**config.mk**
```make
export PLATFORM = sky130hd
export DESIGN_NAME = gmft_scale
export DESIGN_NICKNAME = d
export VERILOG_FILES = /design/src/hw/rtl/gmft_pkg.sv /design/src/hw/rtl/gmft_scale.sv
export SDC_FILE = /design/constraint.sdc
export NUM_CORES = 2
export LEC_CHECK = 0
export BUFFER_PORTS_ARGS = -buffer_cell sky130_fd_sc_hd__buf_2
export CORE_ASPECT_RATIO = 1.5
export CORE_MARGIN = 1.5
export CORE_UTILIZATION = 60
export DETAILED_ROUTE_END_ITERATION = 8
export PLACE_DENSITY = 0.78
export RECOVER_POWER = 25
export SKIP_LAST_GASP = 1
export SLEW_MARGIN = 20
export SYNTH_ARGS = -nofsm -noshare
export SYNTH_HDL_FRONTEND = slang
export SYNTH_SLANG_ARGS = --single-unit
```
**constraint.sdc**
```tcl
create_clock -name i_clk -period 8.15 [get_ports i_clk]
set_input_delay 0.4075 -clock i_clk [delete_from_list [all_inputs] [get_ports i_clk]]
set_output_delay 0.4075 -clock i_clk [all_outputs]
set_load 0.005 [all_outputs]
```
**src/hw/rtl/gmft_pkg.sv**
```systemverilog
// ----------------------------------------------------------------------------
// gmft_pkg
// Shared types and constants of the geared motor feedback tracker.
// ----------------------------------------------------------------------------
package gmft_pkg;

    localparam int ANGLE_W    = 16;
    localparam int COUNT_W    = 40;
    localparam int SLOT_ID_W  = 3;
    localparam int TYPE_BITS  = 6;
    localparam int MASK_W     = 1 << SLOT_ID_W;
    localparam int ENTRY_W    = 2 * ANGLE_W + COUNT_W;
    localparam int STEP_W     = ANGLE_W + 2;
    localparam int ID_W       = 11;
    localparam int POS_SCALE_W = 24;
    localparam int SPD_SCALE_W = 32;
    localparam int SPEED_OUT_W = 32;
    localparam int POS_OUT_W   = 48;
    localparam int FRAC_W      = 16;
    localparam int FIFO0_SLOTS = 4;

    localparam int CFG_IDX_W  = 3;
    localparam int CFG_DATA_W = 32;

    localparam logic [CFG_IDX_W-1:0] CFG_ID_BASE       = 3'd0;
    localparam logic [CFG_IDX_W-1:0] CFG_TYPE_MASK     = 3'd1;
    localparam logic [CFG_IDX_W-1:0] CFG_POS_SCALE_A   = 3'd2;
    localparam logic [CFG_IDX_W-1:0] CFG_POS_SCALE_B   = 3'd3;
    localparam logic [CFG_IDX_W-1:0] CFG_SPEED_SCALE_A = 3'd4;
    localparam logic [CFG_IDX_W-1:0] CFG_SPEED_SCALE_B = 3'd5;

    localparam logic [ID_W-1:0]        RST_ID_BASE       = 11'd513;
    localparam logic [TYPE_BITS-1:0]   RST_TYPE_MASK     = 6'd19;
    localparam logic [POS_SCALE_W-1:0] RST_POS_SCALE_A   = 24'd9933878;
    localparam logic [POS_SCALE_W-1:0] RST_POS_SCALE_B   = 24'd5242880;
    localparam logic [SPD_SCALE_W-1:0] RST_SPEED_SCALE_A = 32'd226050910;
    localparam logic [SPD_SCALE_W-1:0] RST_SPEED_SCALE_B = 32'd119304647;

    localparam logic signed [STEP_W-1:0] WRAP_LIMIT = 18'sd4000;
    localparam logic signed [STEP_W-1:0] TURN_STEPS = 18'sd8192;
    localparam logic [COUNT_W-1:0] COUNT_MAX = {1'b0, {(COUNT_W-1){1'b1}}};
    localparam logic [COUNT_W-1:0] COUNT_MIN = {1'b1, {(COUNT_W-1){1'b0}}};
    localparam int ROUND_HALF = 1 << (FRAC_W - 1);

    typedef struct packed {
        logic                      rx_fifo;
        logic                      is_extended;
        logic [ID_W-1:0]           std_id;
        logic [ANGLE_W-1:0]        angle_word;
        logic signed [15:0]        speed_word;
        logic signed [15:0]        current_word;
    } t_in_item;

    typedef struct packed {
        logic                          handled;
        logic                          forward_extended;
        logic [SLOT_ID_W-1:0]          motor_slot;
        logic signed [15:0]            current_raw;
        logic signed [SPEED_OUT_W-1:0] speed_q16;
        logic signed [POS_OUT_W-1:0]   position_q16;
    } t_out_item;

    typedef struct packed {
        logic [ID_W-1:0]        id_base;
        logic [TYPE_BITS-1:0]   type_mask;
        logic [POS_SCALE_W-1:0] pos_scale_a;
        logic [POS_SCALE_W-1:0] pos_scale_b;
        logic [SPD_SCALE_W-1:0] speed_scale_a;
        logic [SPD_SCALE_W-1:0] speed_scale_b;
    } t_cfg;

    typedef struct packed {
        logic                 handled;
        logic                 ext;
        logic [SLOT_ID_W-1:0] slot;
        logic signed [15:0]   current;
    } t_ctrl;

    typedef struct packed {
        t_ctrl                     ctrl;
        logic signed [ANGLE_W-1:0] angle;
        logic signed [15:0]        speed;
    } t_s1;

    typedef struct packed {
        t_ctrl                     ctrl;
        logic signed [COUNT_W-1:0] cnt;
        logic signed [15:0]        speed;
        logic [POS_SCALE_W-1:0]    ps;
        logic [SPD_SCALE_W-1:0]    ss;
    } t_s2;

endpackage

```
**src/hw/rtl/gmft_scale.sv**
```systemverilog
// ----------------------------------------------------------------------------
// gmft_scale
// Speed and position scaling: magnitude, split multiply, round, saturate.
// ----------------------------------------------------------------------------
module gmft_scale import gmft_pkg::*; (
    input  logic      i_clk,
    input  logic      i_rst_n,
    input  logic      i_en,
    input  logic      i_v2,
    input  t_s2       i_s2,
    output logic      o_valid,
    output t_out_item o_item
);

    localparam int HALF_W = COUNT_W / 2;
    localparam int PP_W   = HALF_W + POS_SCALE_W;
    localparam int SP_W   = 16 + SPD_SCALE_W;
    localparam int FULL_W = COUNT_W + POS_SCALE_W;
    localparam logic [POS_OUT_W-1:0]   POS_LIM = {1'b1, {(POS_OUT_W-1){1'b0}}};
    localparam logic [SPEED_OUT_W-1:0] SPD_LIM = {1'b1, {(SPEED_OUT_W-1){1'b0}}};

    typedef struct packed {
        t_ctrl                  ctrl;
        logic                   c_neg;
        logic [COUNT_W-1:0]     c_mag;
        logic                   s_neg;
        logic [15:0]            s_mag;
        logic [POS_SCALE_W-1:0] ps;
        logic [SPD_SCALE_W-1:0] ss;
    } t_s3;

    typedef struct packed {
        t_ctrl           ctrl;
        logic            c_neg;
        logic            s_neg;
        logic [PP_W-1:0] pp_lo;
        logic [PP_W-1:0] pp_hi;
        logic [SP_W-1:0] sp;
    } t_s4;

    typedef struct packed {
        t_ctrl                  ctrl;
        logic                   c_neg;
        logic                   s_neg;
        logic [POS_OUT_W-1:0]   c_sh;
        logic [SPEED_OUT_W-1:0] s_sh;
    } t_s5;

    logic      r_v3, r_v4, r_v5, r_out_valid;
    t_s3       r_s3;
    t_s4       r_s4;
    t_s5       r_s5;
    t_out_item r_out;

    logic [FULL_W-1:0]      c_full;
    logic [SP_W-1:0]        s_full;
    logic [POS_OUT_W-1:0]   c_mag_sat;
    logic [SPEED_OUT_W-1:0] s_mag_sat;

    assign c_full = {r_s4.pp_hi, {HALF_W{1'b0}}} + FULL_W'(r_s4.pp_lo)
                    + FULL_W'(ROUND_HALF);
    assign s_full = r_s4.sp + SP_W'(ROUND_HALF);

    always_comb begin
        if (r_s5.c_neg) begin
            c_mag_sat = (r_s5.c_sh > POS_LIM) ? POS_LIM : r_s5.c_sh;
        end else begin
            c_mag_sat = r_s5.c_sh[POS_OUT_W-1] ? (POS_LIM - 1'b1) : r_s5.c_sh;
        end
        if (r_s5.s_neg) begin
            s_mag_sat = (r_s5.s_sh > SPD_LIM) ? SPD_LIM : r_s5.s_sh;
        end else begin
            s_mag_sat = r_s5.s_sh[SPEED_OUT_W-1] ? (SPD_LIM - 1'b1) : r_s5.s_sh;
        end
    end

    always_ff @(posedge i_clk) begin
        if (!i_rst_n) begin
            r_v3        <= 1'b0;
            r_v4        <= 1'b0;
            r_v5        <= 1'b0;
            r_out_valid <= 1'b0;
        end else if (i_en) begin
            r_v3        <= i_v2;
            r_v4        <= r_v3;
            r_v5        <= r_v4;
            r_out_valid <= r_v5;
        end
    end

    always_ff @(posedge i_clk) begin
        if (i_en) begin
            r_s3.ctrl  <= i_s2.ctrl;
            r_s3.c_neg <= i_s2.cnt[COUNT_W-1];
            r_s3.c_mag <= i_s2.cnt[COUNT_W-1] ? (~i_s2.cnt + 1'b1) : i_s2.cnt;
            r_s3.s_neg <= i_s2.speed[15];
            r_s3.s_mag <= i_s2.speed[15] ? (~i_s2.speed + 1'b1) : i_s2.speed;
            r_s3.ps    <= i_s2.ps;
            r_s3.ss    <= i_s2.ss;

            r_s4.ctrl  <= r_s3.ctrl;
            r_s4.c_neg <= r_s3.c_neg;
            r_s4.s_neg <= r_s3.s_neg;
            r_s4.pp_lo <= r_s3.c_mag[HALF_W-1:0] * r_s3.ps;
            r_s4.pp_hi <= r_s3.c_mag[COUNT_W-1:HALF_W] * r_s3.ps;
            r_s4.sp    <= r_s3.s_mag * r_s3.ss;

            r_s5.ctrl  <= r_s4.ctrl;
            r_s5.c_neg <= r_s4.c_neg;
            r_s5.s_neg <= r_s4.s_neg;
            r_s5.c_sh  <= c_full[FULL_W-1:FRAC_W];
            r_s5.s_sh  <= s_full[SP_W-1:FRAC_W];

            r_out.handled          <= r_s5.ctrl.handled;
            r_out.forward_extended <= r_s5.ctrl.ext;
            r_out.motor_slot       <= r_s5.ctrl.slot;
            r_out.current_raw      <= r_s5.ctrl.current;
            r_out.speed_q16        <= !r_s5.ctrl.handled ? '0 :
                                      r_s5.s_neg ? (~s_mag_sat + 1'b1) : s_mag_sat;
            r_out.position_q16     <= !r_s5.ctrl.handled ? '0 :
                                      r_s5.c_neg ? (~c_mag_sat + 1'b1) : c_mag_sat;
        end
    end

    assign o_valid = r_out_valid;
    assign o_item  = r_out;

`ifndef SYNTH
    a_handled_not_ext: assert property (@(posedge i_clk) disable iff (!i_rst_n)
        (r_out_valid && r_out.handled) |-> !r_out.forward_extended)
        else $error("item both handled and forwarded");

    a_unhandled_zero: assert property (@(posedge i_clk) disable iff (!i_rst_n)
        (r_out_valid && !r_out.handled) |->
        (r_out.position_q16 == '0 && r_out.speed_q16 == '0))
        else $error("unhandled item carries scaled values");
`endif

endmodule

```
==> impl_metrics.json <==
{
  "hold_viol_final": 0,
  "vias": 49200,
  "async_reset_ff_frac": 0,
  "port_buffers": 238,
  "grt_first_pass_wirelength_microns": 284000,
  "ys_types": 80,
  "drt_iter0_drc": 3201,
  "dieArea_sq_um": 114000,
  "wire_per_inst_microns": 21.3,
  "seq_area_frac_synth": 0.211,
  "fillers": 8753,
  "nets": 8809,
  "required_ns": 8.56,
  "synth_nets": 8615,
  "grt_pass1_vias": 53700,
  "grtUsageTotal": 0.328,
  "htree_num_levels": 2,
  "period_minus_slack_ns": 7.83,
  "dr_wl_met3_microns": 12300,
  "start_util": 0.607,
  "path_class": "register to register",
  "die_y_microns": 412,
  "crit_chain": "buf_4 > nand2_1 > fa_1 > inv_1 > fa_1 > fa_1 > fa_1 > fa_1 > fa_1 > inv_1 > fa_1 > inv_1 > ha_1 > nand4_1 > nor2_1 > o31a_1 > a311oi_1 > buf_4 > a31oi_1 > a211oi_1 > o21ai_1 > a41oi_1 > xnor2_1",
  "min_period_over_period": 0.961,
  "clockRootBuffer": "clkbuf_16",
  "max_stage_delay_ns": 1.06,
  "insertion_delay_ns": 0.67,
  "regArea_sq_um": 14100,
  "grt_overflow_total": 0,
  "cpMostUsedCell": "fa_1",
  "path_buf_inv": 5,
  "wl_met1_microns": 58900,
  "clock_path_buffers": 3,
  "fp.coreArea_sq_um": 110000,
  "max_freq_mhz": 128,
  "synth_edf_count": 468,
  "grt_max_degree": 181,
  "drc": 0,
  "cts_resized": 0,
  "rsz0062_at_grt": "no",
  "clkTransAtPathRegs_ns": 0.06,
  "tightest_slew_ns": 4.39,
  "area_growth_pct": 8.06,
  "setup_viol": 0,
  "synth_cells": 6825,
  "drive_gt1_frac": 0.0674,
  "firstDrtPassIters": 8,
  "cp_max_fo": 26,
  "gp_congestion": 0.961,
  "drv_slew": 205,
  "violations": "max-capacitance violations, max-slew violations",
  "wl_met2_microns": 93200,
  "row_count": 149,
  "ant_nets": 0,
  "critPathArrivalTime_ns": 8.24,
  "drt-total-wl_microns": 181000,
  "multi_input_comb_area_sq_um": 46500,
  "hold_path_class": "input port to register",
  "ios": 239,
  "layout_commonest_cell": "inv_1",
  "clock_skew_ns": 0.0602,
  "tns_ns": 0,
  "slowest_stage": "edfxtp_1",
  "maxCapViolations": 5,
  "post-dp-hpwl_microns": 141000,
  "avgSynthCellArea_sq_um": 9.81,
  "routed.top_layer": "met5",
  "yosys_most_used_dff": "edfxtp_1",
  "outcome": "finished, violations left",
  "cts_tree": "done",
  "start_kind": "register",
  "final_core_util": 0.655,
  "dieWidth_microns": 276,
  "placed_area_sq_um": 69900,
  "critPathCaptureType": "register",
  "ys_warn_count": 0,
  "finalInstanceArea_sq_um": 72300,
  "netlist_area_sq_um": 66900,
  "final_cell_mix": "inv_1 (1,357), fa_1 (1,200), nand2_1 (970)",
  "antenna_found_initial": 8,
  "max-slew-margin-rel": -1.93,
  "ys_ff_latch": 472,
  "cts_sinks": 472,
  "cts_made_buffers": 51,
  "critical-path-top-delay-family": "adder cells",
  "whs_ns": 0.0908,
  "viasPerCell": 5.79
}
-- through the flow --
| stage | instances | worst slack (ns) |
|---|---|---|
| 6_report | 8498 | 0.320 |
| 5_1_grt | 8494 | 0.0515 |
| 4_1_cts | 8493 | 0.409 |
| 3_5_place_dp | 8320 | 0.399 |
| 3_3_place_gp | 8320 | 0.532 |
| 2_1_floorplan | 6825 | 1.36 |
-- final timing paths --
kind	start	end	slack, ns	cells past startpoint
max reg2reg	r_s3[39]$_DFFE_PP_	r_s4[91]$_DFFE_PP_	0.32	23
max	r_s3[39]$_DFFE_PP_	r_s4[91]$_DFFE_PP_	0.32	23
min reg2reg	r_s4[146]$_DFFE_PP_	r_s5[90]$_DFFE_PP_	0.42	0
min	i_s2[65]	r_s3[65]$_DFFE_PP_	0.09	2
-- logic make-up after synthesis --
| family | Yosys count | synth area share |
|---|---|---|
| multiplexers | 8 | 0.00120 |
| AO/OA/AOI/OAI | 628 | 0.0608 |
| buffers and inverters | 1675 | 0.0943 |
| XOR/XNOR | 237 | 0.0310 |
| adder cells (fa/ha/maj) | 1653 | 0.444 |
| flip-flops | 472 | 0.211 |
| AND/OR/NAND/NOR | 2152 | 0.158 |
-- registers in the layout, indices dropped and copies added, names as in the netlist --
signal and cells:
o_valid 1, r_s3 135, r_s5 103, r_v4 1, r_s4 129, r_v5 1
r_v3 1, o_item 101
-- layout make-up --
cell class                 instances  area share
multi-input combinational       4678       0.643
sequential                       472       0.195
inverter                        1360      0.0706
timing repair buffer             456      0.0427
tap                             1434      0.0248
clock buffer                      56      0.0179
clock inverter                    38     0.00545
antenna                            4    0.000138
-- per-layer routing --
layer / global-route usage / up-vias
li1: - / 21500
met1: 0.346 / 24600
met2: 0.580 / 2128
met3: 0.0546 / 918
met4: 0.254 / 12
met5: 0 / -
-- Yosys cell counts (6+ instances only) --
cell      instances  area share
a221oi_1         15      0.0020
ha_1            453       0.085
inv_1          1357       0.076
o31a_1            6     0.00079
buf_1             9     0.00050
or4_1            22      0.0025
o22ai_1           8     0.00075
a41oi_1           6     0.00079
edfxtp_1        468        0.21
o21ai_0         127      0.0095
clkbuf_1        295       0.017
xnor2_1         175       0.023
nor4_1           19      0.0018
o21ai_1          10     0.00075
a311oi_1         12      0.0016
nor2b_1          27      0.0025
nor2_1          161      0.0090
and2_1          665       0.062
nor3_1           62      0.0046
a21o_1           69      0.0077
nand4_1          34      0.0032
a21oi_1         176       0.013
a31oi_1          20      0.0019
and3_1           27      0.0025
fa_1           1200        0.36
a211o_1           6     0.00079
xor2_1           62      0.0081
nand2_1         970       0.054
o211ai_1         13      0.0015
o21bai_1         19      0.0021
nand2b_1         24      0.0022
o21a_1           26      0.0029
mux2i_1           8      0.0012
or3_1            32      0.0030
nand3_1          65      0.0049
or2_2            14      0.0013
a21boi_0          6     0.00067
and4_1            8      0.0010
buf_2             9     0.00067
a211oi_1         29      0.0033
o41ai_1          11      0.0014
o31ai_1          25      0.0028
nor3b_1           7     0.00079
-- what timing repair did --
action                    in CTS  in global routing
buffers inserted               0                  0
hold endpoints to repair      81                  0
hold buffers                  79                  0
Power is not shown: default switching activity piles up to over one toggle a cycle in this logic, so the estimate is an artifact.
