==> src/hw/rtl/gmft_pkg.sv <==
// ----------------------------------------------------------------------------
// gmft_pkg
// Shared types and constants of the geared motor feedback tracker.
// ----------------------------------------------------------------------------
package gmft_pkg;

    localparam int ANGLE_W    = 16;
    localparam int COUNT_W    = 40;
    localparam int SLOT_ID_W  = 3;
    localparam int TYPE_BITS  = 6;
    localparam int MASK_W     = 1 << SLOT_ID_W;
    localparam int ENTRY_W    = 2 * ANGLE_W + COUNT_W;
    localparam int STEP_W     = ANGLE_W + 2;
    localparam int ID_W       = 11;
    localparam int POS_SCALE_W = 24;
    localparam int SPD_SCALE_W = 32;
    localparam int SPEED_OUT_W = 32;
    localparam int POS_OUT_W   = 48;
    localparam int FRAC_W      = 16;
    localparam int FIFO0_SLOTS = 4;

    localparam int CFG_IDX_W  = 3;
    localparam int CFG_DATA_W = 32;

    localparam logic [CFG_IDX_W-1:0] CFG_ID_BASE       = 3'd0;
    localparam logic [CFG_IDX_W-1:0] CFG_TYPE_MASK     = 3'd1;
    localparam logic [CFG_IDX_W-1:0] CFG_POS_SCALE_A   = 3'd2;
    localparam logic [CFG_IDX_W-1:0] CFG_POS_SCALE_B   = 3'd3;
    localparam logic [CFG_IDX_W-1:0] CFG_SPEED_SCALE_A = 3'd4;
    localparam logic [CFG_IDX_W-1:0] CFG_SPEED_SCALE_B = 3'd5;

    localparam logic [ID_W-1:0]        RST_ID_BASE       = 11'd513;
    localparam logic [TYPE_BITS-1:0]   RST_TYPE_MASK     = 6'd19;
    localparam logic [POS_SCALE_W-1:0] RST_POS_SCALE_A   = 24'd9933878;
    localparam logic [POS_SCALE_W-1:0] RST_POS_SCALE_B   = 24'd5242880;
    localparam logic [SPD_SCALE_W-1:0] RST_SPEED_SCALE_A = 32'd226050910;
    localparam logic [SPD_SCALE_W-1:0] RST_SPEED_SCALE_B = 32'd119304647;

    localparam logic signed [STEP_W-1:0] WRAP_LIMIT = 18'sd4000;
    localparam logic signed [STEP_W-1:0] TURN_STEPS = 18'sd8192;
    localparam logic [COUNT_W-1:0] COUNT_MAX = {1'b0, {(COUNT_W-1){1'b1}}};
    localparam logic [COUNT_W-1:0] COUNT_MIN = {1'b1, {(COUNT_W-1){1'b0}}};
    localparam int ROUND_HALF = 1 << (FRAC_W - 1);

    typedef struct packed {
        logic                      rx_fifo;
        logic                      is_extended;
        logic [ID_W-1:0]           std_id;
        logic [ANGLE_W-1:0]        angle_word;
        logic signed [15:0]        speed_word;
        logic signed [15:0]        current_word;
    } t_in_item;

    typedef struct packed {
        logic                          handled;
        logic                          forward_extended;
        logic [SLOT_ID_W-1:0]          motor_slot;
        logic signed [15:0]            current_raw;
        logic signed [SPEED_OUT_W-1:0] speed_q16;
        logic signed [POS_OUT_W-1:0]   position_q16;
    } t_out_item;

    typedef struct packed {
        logic [ID_W-1:0]        id_base;
        logic [TYPE_BITS-1:0]   type_mask;
        logic [POS_SCALE_W-1:0] pos_scale_a;
        logic [POS_SCALE_W-1:0] pos_scale_b;
        logic [SPD_SCALE_W-1:0] speed_scale_a;
        logic [SPD_SCALE_W-1:0] speed_scale_b;
    } t_cfg;

    typedef struct packed {
        logic                 handled;
        logic                 ext;
        logic [SLOT_ID_W-1:0] slot;
        logic signed [15:0]   current;
    } t_ctrl;

    typedef struct packed {
        t_ctrl                     ctrl;
        logic signed [ANGLE_W-1:0] angle;
        logic signed [15:0]        speed;
    } t_s1;

    typedef struct packed {
        t_ctrl                     ctrl;
        logic signed [COUNT_W-1:0] cnt;
        logic signed [15:0]        speed;
        logic [POS_SCALE_W-1:0]    ps;
        logic [SPD_SCALE_W-1:0]    ss;
    } t_s2;

endpackage

==> src/hw/rtl/gmft_ram.sv <==
// ----------------------------------------------------------------------------
// gmft_ram
// Generic single-write, single-read RAM with registered read data.
// ----------------------------------------------------------------------------
module gmft_ram #(
    parameter int WIDTH = 8,
    parameter int DEPTH = 8,
    parameter int ADDR_W = (DEPTH > 1) ? $clog2(DEPTH) : 1
) (
    input  logic              i_clk,
    input  logic              i_we,
    input  logic [ADDR_W-1:0] i_waddr,
    input  logic [WIDTH-1:0]  i_wdata,
    input  logic              i_re,
    input  logic [ADDR_W-1:0] i_raddr,
    output logic [WIDTH-1:0]  o_rdata
);

    logic [WIDTH-1:0] r_mem [DEPTH];
    logic [WIDTH-1:0] r_rdata;

    always_ff @(posedge i_clk) begin
        if (i_we) begin
            r_mem[i_waddr] <= i_wdata;
        end
        if (i_re) begin
            r_rdata <= r_mem[i_raddr];
        end
    end

    assign o_rdata = r_rdata;

endmodule

==> src/hw/rtl/gmft_unwrap.sv <==
// ----------------------------------------------------------------------------
// gmft_unwrap
// Slot state memory with read-modify-write: angle unwrap and turn count.
// ----------------------------------------------------------------------------
module gmft_unwrap import gmft_pkg::*; #(
    parameter int MOTOR_SLOTS = 6,
    parameter int SLOT_W = 3
) (
    input  logic              i_clk,
    input  logic              i_rst_n,
    input  logic              i_en,
    input  logic              i_acc,
    input  logic              i_hit,
    input  logic [SLOT_W-1:0] i_raddr,
    input  t_s1               i_s1,
    input  t_cfg              i_cfg,
    output logic              o_v2,
    output t_s2               o_s2
);

    logic                     r_v1;
    t_s1                      r_s1;
    logic                     r_v2;
    t_s2                      r_s2;
    logic [MOTOR_SLOTS-1:0]   r_ent_valid;
    logic                     r_last_valid;
    logic [SLOT_W-1:0]        r_last_slot;
    logic [ENTRY_W-1:0]       r_last_data;

    logic [ENTRY_W-1:0]        rdata;
    logic [ENTRY_W-1:0]        cur_entry;
    logic [ENTRY_W-1:0]        new_entry;
    logic [SLOT_W-1:0]         idx;
    logic signed [ANGLE_W-1:0] old_prev;
    logic signed [ANGLE_W-1:0] old_now;
    logic signed [COUNT_W-1:0] old_cnt;
    logic                      zero_init;
    logic signed [ANGLE_W:0]   step_raw;
    logic signed [STEP_W-1:0]  step_ext;
    logic signed [STEP_W-1:0]  step_w;
    logic signed [COUNT_W:0]   cnt_sum;
    logic signed [COUNT_W-1:0] new_cnt;
    logic signed [ANGLE_W-1:0] new_prev;
    logic [MASK_W-1:0]         mask8;
    logic                      geared19;
    logic                      we;

    gmft_ram #(
        .WIDTH (ENTRY_W),
        .DEPTH (MOTOR_SLOTS),
        .ADDR_W(SLOT_W)
    ) u_state_ram (
        .i_clk  (i_clk),
        .i_we   (we),
        .i_waddr(idx),
        .i_wdata(new_entry),
        .i_re   (i_acc & i_hit),
        .i_raddr(i_raddr),
        .o_rdata(rdata)
    );

    assign idx = r_s1.ctrl.slot[SLOT_W-1:0];

    // latest write wins over the ram read, untouched entries read as zero
    always_comb begin
        if (r_last_valid && (r_last_slot == idx)) begin
            cur_entry = r_last_data;
        end else if (!r_ent_valid[idx]) begin
            cur_entry = '0;
        end else begin
            cur_entry = rdata;
        end
    end

    assign {old_prev, old_now, old_cnt} = cur_entry;
    assign zero_init = (old_prev == '0) && (old_now == '0);
    assign new_prev  = zero_init ? r_s1.angle : old_now;
    assign step_raw  = zero_init ? '0 :
                       $signed({r_s1.angle[ANGLE_W-1], r_s1.angle})
                       - $signed({old_now[ANGLE_W-1], old_now});
    assign step_ext  = $signed({step_raw[ANGLE_W], step_raw});

    always_comb begin
        if (step_ext > WRAP_LIMIT) begin
            step_w = step_ext - TURN_STEPS;
        end else if (step_ext < -WRAP_LIMIT) begin
            step_w = step_ext + TURN_STEPS;
        end else begin
            step_w = step_ext;
        end
    end

    assign cnt_sum = $signed({old_cnt[COUNT_W-1], old_cnt})
                     + $signed({{(COUNT_W+1-STEP_W){step_w[STEP_W-1]}}, step_w});

    always_comb begin
        if (cnt_sum[COUNT_W] != cnt_sum[COUNT_W-1]) begin
            new_cnt = cnt_sum[COUNT_W] ? COUNT_MIN : COUNT_MAX;
        end else begin
            new_cnt = cnt_sum[COUNT_W-1:0];
        end
    end

    assign new_entry = {new_prev, r_s1.angle, new_cnt};
    assign we        = r_v1 && r_s1.ctrl.handled && i_en;
    assign mask8     = {{(MASK_W-TYPE_BITS){1'b0}}, i_cfg.type_mask};
    assign geared19  = mask8[r_s1.ctrl.slot];

    always_ff @(posedge i_clk) begin
        if (!i_rst_n) begin
            r_v1         <= 1'b0;
            r_v2         <= 1'b0;
            r_ent_valid  <= '0;
            r_last_valid <= 1'b0;
        end else begin
            if (i_en) begin
                r_v1 <= i_acc;
                r_v2 <= r_v1;
            end
            if (we) begin
                r_ent_valid[idx] <= 1'b1;
                r_last_valid     <= 1'b1;
            end
        end
    end

    always_ff @(posedge i_clk) begin
        if (i_acc) begin
            r_s1 <= i_s1;
        end
        if (we) begin
            r_last_slot <= idx;
            r_last_data <= new_entry;
        end
        if (i_en && r_v1) begin
            r_s2.ctrl  <= r_s1.ctrl;
            r_s2.cnt   <= r_s1.ctrl.handled ? new_cnt : '0;
            r_s2.speed <= r_s1.speed;
            r_s2.ps    <= geared19 ? i_cfg.pos_scale_a : i_cfg.pos_scale_b;
            r_s2.ss    <= geared19 ? i_cfg.speed_scale_a : i_cfg.speed_scale_b;
        end
    end

    assign o_v2 = r_v2;
    assign o_s2 = r_s2;

`ifndef SYNTH
    a_write_marks_entry: assert property (@(posedge i_clk) disable iff (!i_rst_n)
        we |=> r_ent_valid[$past(idx)])
        else $error("written entry not marked valid");

    a_forward_entry_valid: assert property (@(posedge i_clk) disable iff (!i_rst_n)
        r_last_valid |-> r_ent_valid[r_last_slot])
        else $error("forwarded entry not marked valid");

    a_no_write_on_hold: assert property (@(posedge i_clk) disable iff (!i_rst_n)
        !i_en |-> !we)
        else $error("state written while pipeline held");
`endif

endmodule

==> config.mk <==
export PLATFORM = sky130hd
export DESIGN_NAME = gmft_unwrap
export DESIGN_NICKNAME = d
export VERILOG_FILES = /design/src/hw/rtl/gmft_pkg.sv /design/src/hw/rtl/gmft_ram.sv /design/src/hw/rtl/gmft_unwrap.sv
export SDC_FILE = /design/constraint.sdc
export NUM_CORES = 1
export LEC_CHECK = 0
export ABC_AREA = 1
export BUFFER_PORTS_ARGS = -buffer_cell sky130_fd_sc_hd__buf_2
export CAP_MARGIN = 20
export CORE_ASPECT_RATIO = 0.8
export CORE_UTILIZATION = 30
export DETAILED_ROUTE_END_ITERATION = 8
export GPL_TIMING_DRIVEN = 0
export MAX_ROUTING_LAYER = met4
export SLEW_MARGIN = 20
export SYNTH_ARGS = -nofsm -noshare
export SYNTH_HDL_FRONTEND = slang
export SYNTH_SLANG_ARGS = --single-unit
==> constraint.sdc <==
create_clock -name i_clk -period 12.5 [get_ports i_clk]
set_input_delay 1.25 -clock i_clk [delete_from_list [all_inputs] [get_ports i_clk]]
set_output_delay 1.25 -clock i_clk [all_outputs]
set_load 0.01 [all_outputs]
==> flow_results.xml <==
<?xml version="1.0" encoding="UTF-8"?>
<metrics>
  <group name="layout">
    <metric name="most_common_library_cell_in_the_layout_ignoring_fill_and_taps" unit="">sky130_fd_sc_hd__edfxtp_1</metric>
    <metric name="final-instance-count-excl-fill" unit="">4501</metric>
    <metric name="final_core_density" unit="%">36.41</metric>
    <metric name="final_layout_size_suffix_gt1_share" unit="%">20.83</metric>
    <metric name="final_design_area_no_fill" unit="sq um">39560</metric>
    <metric name="post_layout_net_count" unit="">3251</metric>
    <metric name="most-common-layout-cells" unit="">765 x sky130_fd_sc_hd__edfxtp_1, 543 x sky130_fd_sc_hd__nand2_1, 312 x sky130_fd_sc_hd__buf_2</metric>
    <metric name="area_delta_synth_final" unit="%">20.21</metric>
  </group>
  <group name="pwr">
    <metric name="p_int" unit="mW">5.083</metric>
    <metric name="combinational_fraction_of_design_power" unit="%">20.3</metric>
    <metric name="power.sequential.fraction" unit="%">46.2</metric>
    <metric name="share_clk_of_total_power" unit="%">33.5</metric>
    <metric name="ir_worst_vdd" unit="mV">0.1124</metric>
    <metric name="cellLeakagePower" unit="nW">14.58</metric>
    <metric name="power_per_cell_area" unit="nW/um^2">181.9</metric>
    <metric name="p_switching" unit="mW">2.111</metric>
    <metric name="power.share.switching" unit="%">29.35</metric>
  </group>
  <group name="cts">
    <metric name="clk_path_buf_depth" unit="">3</metric>
    <metric name="ctsHoldBuffers" unit="">0</metric>
    <metric name="clock-root-buffer" unit="">sky130_fd_sc_hd__clkbuf_16</metric>
    <metric name="cts_tree" unit="">done</metric>
    <metric name="number_of_buffers_inserted_during_clock_tree_synthesis" unit="">81</metric>
    <metric name="cts_num_sinks" unit="">774</metric>
    <metric name="worstSkewPairLatency" unit="ns">0.64</metric>
    <metric name="h-tree-depth" unit="">3</metric>
    <metric name="cts.repair.resized" unit="">0</metric>
    <metric name="post-cts-setup-buffer-count" unit="">0</metric>
    <metric name="clkSlewWorstSetupHoldPaths" unit="ns">0.06</metric>
  </group>
  <group name="floorplan">
    <metric name="die_area" unit="sq um">111000</metric>
    <metric name="rows" unit="">108</metric>
    <metric name="ios" unit="">324</metric>
    <metric name="chipHeight" unit="microns">298.2</metric>
    <metric name="starting_density" unit="%">30.29</metric>
    <metric name="die_w" unit="microns">372.3</metric>
    <metric name="core-area" unit="sq um">108600</metric>
  </group>
  <group name="timing">
    <metric name="worst_slew_pin_tran" unit="ns">1.156</metric>
    <metric name="clock_skew" unit="ns">0.03247</metric>
    <metric name="slew_violations" unit="">0</metric>
    <metric name="setup_viol" unit="">0</metric>
    <metric name="finalHoldWorstSlack" unit="ns">0.3974</metric>
    <metric name="timing.final.crit_share" unit="%">65.83</metric>
    <metric name="tns" unit="ns">0</metric>
    <metric name="rsz0062_at_grt" unit="">false</metric>
    <metric name="hold_violations" unit="">0</metric>
    <metric name="max-slew-margin-rel" unit="%">22.93</metric>
    <metric name="finalCriticalPeriod" unit="ns">8.228</metric>
    <metric name="fmax" unit="GHz">0.1215</metric>
  </group>
  <group name="synth">
    <metric name="mappedNetlistNets" unit="">2812</metric>
    <metric name="synth_sequential_area_ratio" unit="%">70.36</metric>
    <metric name="synthesis.area_per_instance" unit="sq um">12.81</metric>
    <metric name="syn-cell-area" unit="sq um">32910</metric>
    <metric name="netlist-cell-type-count" unit="">58</metric>
    <metric name="dominantRegCellSynth" unit="">sky130_fd_sc_hd__edfxtp_1</metric>
    <metric name="ys_async_sr_fraction" unit="%">0</metric>
    <metric name="synth.ff_latch_count" unit="">774</metric>
    <metric name="yosys_warns" unit="">0</metric>
    <metric name="synth_edf_count" unit="">765</metric>
    <metric name="synthesis.instances" unit="">2568</metric>
  </group>
  <group name="min_path">
    <metric name="whs_endpoint" unit="">o_s2[112]</metric>
    <metric name="min-delay-path-class" unit="">reg -&gt; reg</metric>
    <metric name="hold_start" unit="">r_s1[32]</metric>
    <metric name="min_delay_path_depth" unit="">0</metric>
  </group>
  <group name="detailed_routing">
    <metric name="wl_met2" unit="mm">41.05</metric>
    <metric name="detail-route-antenna-nets" unit="">0</metric>
    <metric name="avgViaCountPerCell" unit="">4.928</metric>
    <metric name="met3_length" unit="mm">6.773</metric>
    <metric name="post-route-drc-count" unit="">0</metric>
    <metric name="dr.pass1.iters" unit="">5</metric>
    <metric name="wire_per_inst" unit="microns">20.38</metric>
    <metric name="detailedRoute.firstIterationViolations" unit="">2014</metric>
    <metric name="totalWireLength" unit="mm">91.72</metric>
    <metric name="route.vias.total" unit="">22179</metric>
    <metric name="highest_layer" unit="">met4</metric>
    <metric name="detail_route.wirelength.met1" unit="mm">42.48</metric>
  </group>
  <group name="grt">
    <metric name="maximum_number_of_pins_on_one_net_before_global_route_repair" unit="">87</metric>
    <metric name="first_global_vias" unit="">21643</metric>
    <metric name="grt.total_usage" unit="%">16.82</metric>
    <metric name="grt_antenna_before_repair" unit="">6</metric>
    <metric name="grt_overflow" unit="">0</metric>
    <metric name="wire_length_of_the_first_global_routing_pass" unit="mm">136.8</metric>
  </group>
  <group name="setup_path">
    <metric name="critPathSlowestCell" unit="">sky130_fd_sc_hd__xor2_1</metric>
    <metric name="critical-path-max-stage-delay" unit="ns">0.53</metric>
    <metric name="r2r_startpoint" unit="">idx[1]</metric>
    <metric name="critical_path.max_fanout" unit="">23</metric>
    <metric name="rrSetupSlack" unit="ns">4.27</metric>
    <metric name="worst-r2r-cell-count" unit="">41</metric>
    <metric name="worst_r2r_endpoint" unit="">u_state_ram.r_mem[1][27]</metric>
    <metric name="critPathMostFrequentCell" unit="">sky130_fd_sc_hd__nand2_1</metric>
    <metric name="worst_ep_required_time" unit="ns">12.80</metric>
    <metric name="startpoint_type" unit="">flop</metric>
    <metric name="worstPathArrival" unit="ns">8.53</metric>
    <metric name="crit_path_end_kind" unit="">flop</metric>
    <metric name="critical_path_class" unit="">reg -&gt; reg</metric>
  </group>
  <group name="flow_run">
    <metric name="maxCapViolCount" unit="">0</metric>
  </group>
  <group name="place">
    <metric name="hpwlAfterDp" unit="mm">66.44</metric>
    <metric name="count_of_buffers_inserted_at_the_top_level_ports" unit="">309</metric>
    <metric name="final_gp_congestion" unit="">0.9190</metric>
    <metric name="place.detailed.instances" unit="">4354</metric>
    <metric name="placedInstanceArea" unit="sq um">36910</metric>
  </group>
  <group name="outcome">
    <metric name="run_status" unit="">completed</metric>
  </group>
</metrics>
[layout make-up]
class / instances / area [sq um]
clock inverters: 46 / 506.7
clock buffers: 98 / 2133
repair buffers: 356 / 2150
flip-flops and latches: 774 / 23150
fillers: 10618 / 69090
inverters: 134 / 523.0
multi-input cells: 1542 / 8781
diodes: 3 / 7.507
plain buffers: 118 / 514.2
well taps: 1430 / 1789
[worst max-delay path, delay by kind of cell (launching register included)]
family,cells,cell delay [ns]
buffers and inverters,10,1.76
xor gates and xnor gates,1,0.53
AOI/OAI and AO/OA,6,1.06
adders and majority gates,4,1.20
and+or+nand+nor,20,2.87
DFF,1,0.42
[per-stage QoR]
stage | power, mW | setup slack, ns
after floorplan | 4.271 | 1.734
after global placement | 4.793 | -6.330
after detailed placement | 4.831 | 4.438
after CTS | 7.240 | 4.386
after global routing | 7.489 | 3.595
final | 7.194 | 4.272
[cells in the mapped netlist (3+ instances only)]
library cell	n	area (sq um)
sky130_fd_sc_hd__a21oi_1	184	920.9
sky130_fd_sc_hd__a22o_1	27	236.5
sky130_fd_sc_hd__a31oi_1	10	62.56
sky130_fd_sc_hd__a32o_1	72	720.7
sky130_fd_sc_hd__buf_1	12	45.04
sky130_fd_sc_hd__buf_2	4	20.02
sky130_fd_sc_hd__buf_4	3	22.52
sky130_fd_sc_hd__buf_6	5	56.30
sky130_fd_sc_hd__clkbuf_1	93	349.1
sky130_fd_sc_hd__dfxtp_1	9	180.2
sky130_fd_sc_hd__edfxtp_1	765	22970
sky130_fd_sc_hd__ha_1	52	650.6
sky130_fd_sc_hd__inv_1	118	442.9
sky130_fd_sc_hd__inv_2	14	52.55
sky130_fd_sc_hd__mux2_2	56	630.6
sky130_fd_sc_hd__nand2_1	543	2038
sky130_fd_sc_hd__nand2_2	22	137.6
sky130_fd_sc_hd__nand2_4	9	101.4
sky130_fd_sc_hd__nand3_1	65	325.3
sky130_fd_sc_hd__nand3_2	13	130.1
sky130_fd_sc_hd__nand3_4	6	105.1
sky130_fd_sc_hd__nand4_1	17	106.4
sky130_fd_sc_hd__nor2_1	170	638.1
sky130_fd_sc_hd__nor2_2	13	81.33
sky130_fd_sc_hd__nor2_4	3	33.78
sky130_fd_sc_hd__nor3_1	7	35.03
sky130_fd_sc_hd__nor4_1	8	50.05
sky130_fd_sc_hd__o211ai_1	3	22.52
sky130_fd_sc_hd__o21a_1	6	45.04
sky130_fd_sc_hd__o21ai_0	106	530.5
sky130_fd_sc_hd__o21ai_1	3	15.01
sky130_fd_sc_hd__o21bai_1	5	37.54
sky130_fd_sc_hd__o22ai_1	72	450.4
sky130_fd_sc_hd__o31ai_1	3	22.52
sky130_fd_sc_hd__xnor2_1	21	183.9
sky130_fd_sc_hd__xor2_1	20	175.2
[worst max-delay path by stage]
| stage | startpoint | endpoint | cells after the start |
|---|---|---|---|
| 2_1_floorplan | i_en | u_state_ram.r_mem[5][0] | 4 |
| 6_report | idx[1] | u_state_ram.r_mem[1][27] | 41 |
| 4_1_cts | idx[1] | u_state_ram.r_mem[0][25] | 41 |
| 5_1_grt | idx[1] | u_state_ram.r_mem[1][28] | 42 |
| 3_3_place_gp | i_en | u_state_ram.r_mem[0][26] | 5 |
| 3_5_place_dp | idx[1] | u_state_ram.r_mem[1][27] | 41 |
[flip-flops by register name, indices dropped and copies added (netlist names)]
signal / cells
r_last_slot: 3
r_last_data: 72
new_entry: 16
u_state_ram.r_mem: 432
idx: 3
o_v2: 1
r_v1: 1
r_ent_valid: 6
u_state_ram.o_rdata: 72
o_s2: 133
r_last_valid: 1
r_s1: 34
[cell families after synthesis]
logic type                 share of synthesized area, %
and+or+nand+nor                                   11.76
DFF                                               70.36
AOI/OAI and AO/OA                                 9.666
buffers and inverters                             3.103
muxes                                             1.916
adders and majority gates                         2.099
xor gates and xnor gates                          1.091
[power by group through the flow]
stage	clock [mW]	combinational [mW]	sequential, mW
CTS	2.46	1.46	3.32
finish	2.41	1.46	3.32
floorplan	0	0.893	3.38
global placement	0	1.41	3.38
detailed placement	0	1.45	3.38
global route	2.56	1.60	3.33
[routing by layer]
layer	GRT usage (%)	up-vias
met2	25.09	863
met4	3.503	0
met5	-	-
li1	-	10299
met1	23.92	10913
met3	2.910	104
(Power assumes the default switching activity.)
